==> src/rtl/gb3_pkg.sv <==
// gb3_pkg: shared constants and types for the 3x3 binomial blur block
// no dependencies; imported by the interfaces, the window unit and the top level
`timescale 1ns / 1ps

package gb3_pkg;

  // line store geometry
  localparam int MAX_WIDTH = 1024;
  localparam int COL_W     = $clog2(MAX_WIDTH);

  // field and register widths
  localparam int PIX_W   = 8;
  localparam int WID_W   = 11;
  localparam int HGT_W   = 12;
  localparam int ROW_W   = HGT_W + 1;
  localparam int SUM_W   = PIX_W + 4;
  localparam int PADDR_W = 3;
  localparam int PDATA_W = 32;

  // register reset values and limits
  localparam logic [WID_W-1:0] WIDTH_RESET  = WID_W'(640);
  localparam logic [HGT_W-1:0] HEIGHT_RESET = HGT_W'(480);
  localparam logic [WID_W-1:0] WIDTH_MIN    = WID_W'(3);
  localparam logic [WID_W-1:0] WIDTH_MAX    = WID_W'(MAX_WIDTH);
  localparam logic [HGT_W-1:0] HEIGHT_MIN   = HGT_W'(3);

  // register index, taken from paddr bit 2
  typedef enum logic [0:0] {
    REG_WIDTH  = 1'b0,
    REG_HEIGHT = 1'b1
  } reg_idx_t;

  // source of an output pixel
  typedef enum logic [2:0] {
    SEL_CORNER = 3'b001,
    SEL_CENTER = 3'b010,
    SEL_BLUR   = 3'b100
  } out_sel_t;

  // one window column, top row is the oldest line
  typedef struct packed {
    logic [PIX_W-1:0] top;
    logic [PIX_W-1:0] mid;
    logic [PIX_W-1:0] bot;
  } column_t;

endpackage

==> src/rtl/gb3_window.sv <==
// gb3_window: two older window columns plus the incoming one, 1-2-1 x 1-2-1 kernel
// depends on gb3_pkg
`timescale 1ns / 1ps

module gb3_window import gb3_pkg::*; (
  input  logic             clk,
  input  logic             shift,
  input  column_t          col_new,
  output logic [PIX_W-1:0] center,
  output logic [PIX_W-1:0] blur
);

  column_t col_old;   // left column of the window
  column_t col_mid;   // middle column of the window

  logic [SUM_W-1:0] sum_top;
  logic [SUM_W-1:0] sum_mid;
  logic [SUM_W-1:0] sum_bot;
  logic [SUM_W-1:0] sum_all;

  // shift the window one column on every step
  always_ff @(posedge clk) begin
    if (shift) begin
      col_old <= col_mid;
      col_mid <= col_new;
    end
  end

  // horizontal 1-2-1 per row, then vertical 1-2-1
  always_comb begin
    sum_top = SUM_W'(col_old.top) + SUM_W'({col_mid.top, 1'b0}) + SUM_W'(col_new.top);
    sum_mid = SUM_W'(col_old.mid) + SUM_W'({col_mid.mid, 1'b0}) + SUM_W'(col_new.mid);
    sum_bot = SUM_W'(col_old.bot) + SUM_W'({col_mid.bot, 1'b0}) + SUM_W'(col_new.bot);
    sum_all = sum_top + SUM_W'({sum_mid, 1'b0}) + sum_bot;
  end

  // divide by 16 with truncation
  assign blur   = sum_all[SUM_W-1:4];
  assign center = col_mid.mid;

endmodule

==> config.mk <==
export PLATFORM = sky130hd
export DESIGN_NAME = gb3_window
export DESIGN_NICKNAME = d
export VERILOG_FILES = /design/src/rtl/gb3_pkg.sv /design/src/rtl/gb3_window.sv
export SDC_FILE = /design/constraint.sdc
export NUM_CORES = 1
export LEC_CHECK = 0
export ABC_AREA = 1
export BUFFER_PORTS_ARGS = -buffer_cell sky130_fd_sc_hd__buf_2
export CAP_MARGIN = 20
export CORE_MARGIN = 2
export CORE_UTILIZATION = 63
export DETAILED_ROUTE_END_ITERATION = 12
export HOLD_SLACK_MARGIN = 0.03
export PLACE_DENSITY_LB_ADDON = 0.3
export SLEW_MARGIN = 0
export SYNTH_ARGS = -nofsm -noshare
export SYNTH_HDL_FRONTEND = slang
export SYNTH_SLANG_ARGS = --single-unit
export TNS_END_PERCENT = 100
==> constraint.sdc <==
create_clock -name clk -period 10.8 [get_ports clk]
set_clock_uncertainty 0.15 [all_clocks]
set_input_delay 0.54 -clock clk [delete_from_list [all_inputs] [get_ports clk]]
set_output_delay 0.54 -clock clk [all_outputs]
set_load 0.05 [all_outputs]
==> results.toml <==
[final_layout]
area_growth_pct = 9.09
num_antenna_cells = 0
final_cells = 399
drive_above_1_share_pct = 17.0
nets = 422
fin_util_pct = 72.5

[critical_path]
path_max_fanout = 4
crit_required_ps = 10110
worstPathBufferInverterCount = 6
cp_top_family = "adder cells"
critPathArrivalTime_ps = 5230
slowest_delay_ps = 530
crit_chain = "fa_1 -> ha_1 -> inv_1 -> fa_1 -> inv_1 -> nand4_1 -> o211ai_2 -> xor2_1 -> fa_1 -> ha_1 -> inv_1 -> fa_1 -> inv_1 -> ha_1 -> ha_1 -> inv_2 -> o21ai_1 -> a21oi_1 -> nand4_1 -> nand2_1 -> buf_2"
crit_path_end_kind = "output port"
worstSetupPathType = "reg2out"
worst_setup_path_start_kind = "register"
crit_path_top_delay_cell = "fa_1"

[logic_synthesis]
synthArstFlopShare_pct = 0
ys_seq_area_share_pct = 41.9
synth_area_leader_cell = "edfxtp_1"
synth_area_leaders = "edfxtp_1 42%, fa_1 26%, ha_1 8.4%"
synth_fp_nets = 382
netlist_instances = 288
synth_area_um2 = 3440
synth_top_area_share_pct = 41.9
synth_ff_type = "edfxtp_1"
synth.avg_cell_area_um2 = 11.9
ys_types = 25
synth_seq_cells = 48
yosys-top-cells-count = "74 x inv_1, 48 x edfxtp_1, 45 x fa_1"
post-synth-top-count-cell = "inv_1"
yosysWarningCount = 0
synth_edf_count = 48

[clock_network]
cts_buffers = 5
clk_path_buf_depth = 2
clk-insertion-delay-late_ps = 300
ctsHoldBuffers = 0
root_buffer = "clkbuf_8"
cts_setup_buffers = 0
cts_resized = 0
cts.sinks = 48
cts_max_level = 2
tritoncts = "yes"
clkTransAtPathRegs_ps = 80

[routing]
dr.pass1.iters = 5
vias_per_cell = 4.94
drc = 0
detail-route-antenna-nets = 0
wl_per_cell_um = 12.6
routed_wl_mm = 5.03
drt_iter0_markers = 87
vias = 1971

[timing]
slew_viol_final = 0
fmax_mhz = 169
rsz0062_at_grt = "false"
maxSlewHeadroom_pct = 29.3
layout_min_cycle_time_ps = 5920
tightest_slew_ps = 1060
finalSetupViolations = 0
fin_setup_tns_ps = 0
holdWs_ps = 274
final_hold_viol_count = 0
finalCritPeriodShare_pct = 54.9

[place]
dp_hpwl_mm = 4.18
port_buffers = 41
gp_congestion = 0.787
dpl.cell_count = 391

[job]
maxCapViolCount = 0

[grt]
grt_max_degree = 49
track_usage_pct = 18.7
antenna_found_initial = 0
grt_pass1_wl_mm = 8.63
overflow = 0
first_global_vias = 1993

[outcome]
status = "finished, final reports clean"

[floorplan]
pin_count = 42
dieArea_um2 = 6070
core_area_um2 = 5170
die_h_um = 77.9
fp.dieW_um = 77.9
initial_core_util_pct = 66.5
num_rows = 26

[worst_hold_path]
hp-class = "in2reg"
## flip-flops by register name, summed over array words and instances (netlist names)
register and flops:
col_mid 16, col_old 24, center 8
## cell type report
type                    count  area (um^2)
multi-input cells         156         1650
clock buffers               7         76.3
well taps                  70         87.6
repair buffers             41          205
fillers                   347         1420
flip-flops and latches     48         1440
clock inverters             1         3.75
inverters                  76          285
## cells by family (layout without fill, tap and decap cells)
kind of cell / after synthesis / after routing / synth area share, %
buf+inv: 84 / 125 / 10.0
fa+ha+maj: 68 / 68 / 34.6
simple gates: 58 / 58 / 7.31
flops: 48 / 48 / 41.9
compound gates: 21 / 21 / 3.89
xor+xnor: 9 / 9 / 2.29
## final timing paths
check	startpoint	end	slack [ps]	depth (start not counted)
worst max-delay path	center[0]$_DFFE_PP_	blur[7]	4880	21
worst min-delay path	col_new[19]	col_mid[19]$_DFFE_PP_	270	1
worst max register to register	center[4]$_DFFE_PP_	col_old[12]$_DFFE_PP_	9920	0
worst min register to register	col_mid[22]$_DFFE_PP_	col_old[22]$_DFFE_PP_	340	0
## cell usage in the layout, fill, tap and decap left out, drive strengths merged
master,instances
a31oi,2
nor2,7
xor2,7
a21oi,10
nand2,38
ha,23
nand3,8
o21bai,2
clkinv,2
nand4,4
a21o,1
buf,41
fa,45
xnor2,2
o211ai,1
edfxtp,48
inv,75
nor3,1
clkbuf,7
o21ai,5
## stage by stage
stage	cell area [um^2]	setup slack (ps)
2_1_floorplan	3440	5010
3_3_place_gp	3670	5010
3_5_place_dp	3670	4950
4_1_cts	3750	4850
5_1_grt	3750	4540
6_report	3750	4880
## metal layers
layer / wire length [um] / vias up / share of wire [%] / track usage, %
met5: 0 / - / 0 / 0
met3: 224 / 8 / 4.4 / 5.00
met2: 2510 / 48 / 50 / 30.5
met4: 84 / 0 / 1.7 / 5.61
li1: - / 979 / - / -
met1: 2220 / 936 / 44 / 24.9
Power is not shown: default switching activity piles up to over one toggle a cycle in this logic, so the estimate is an artifact.
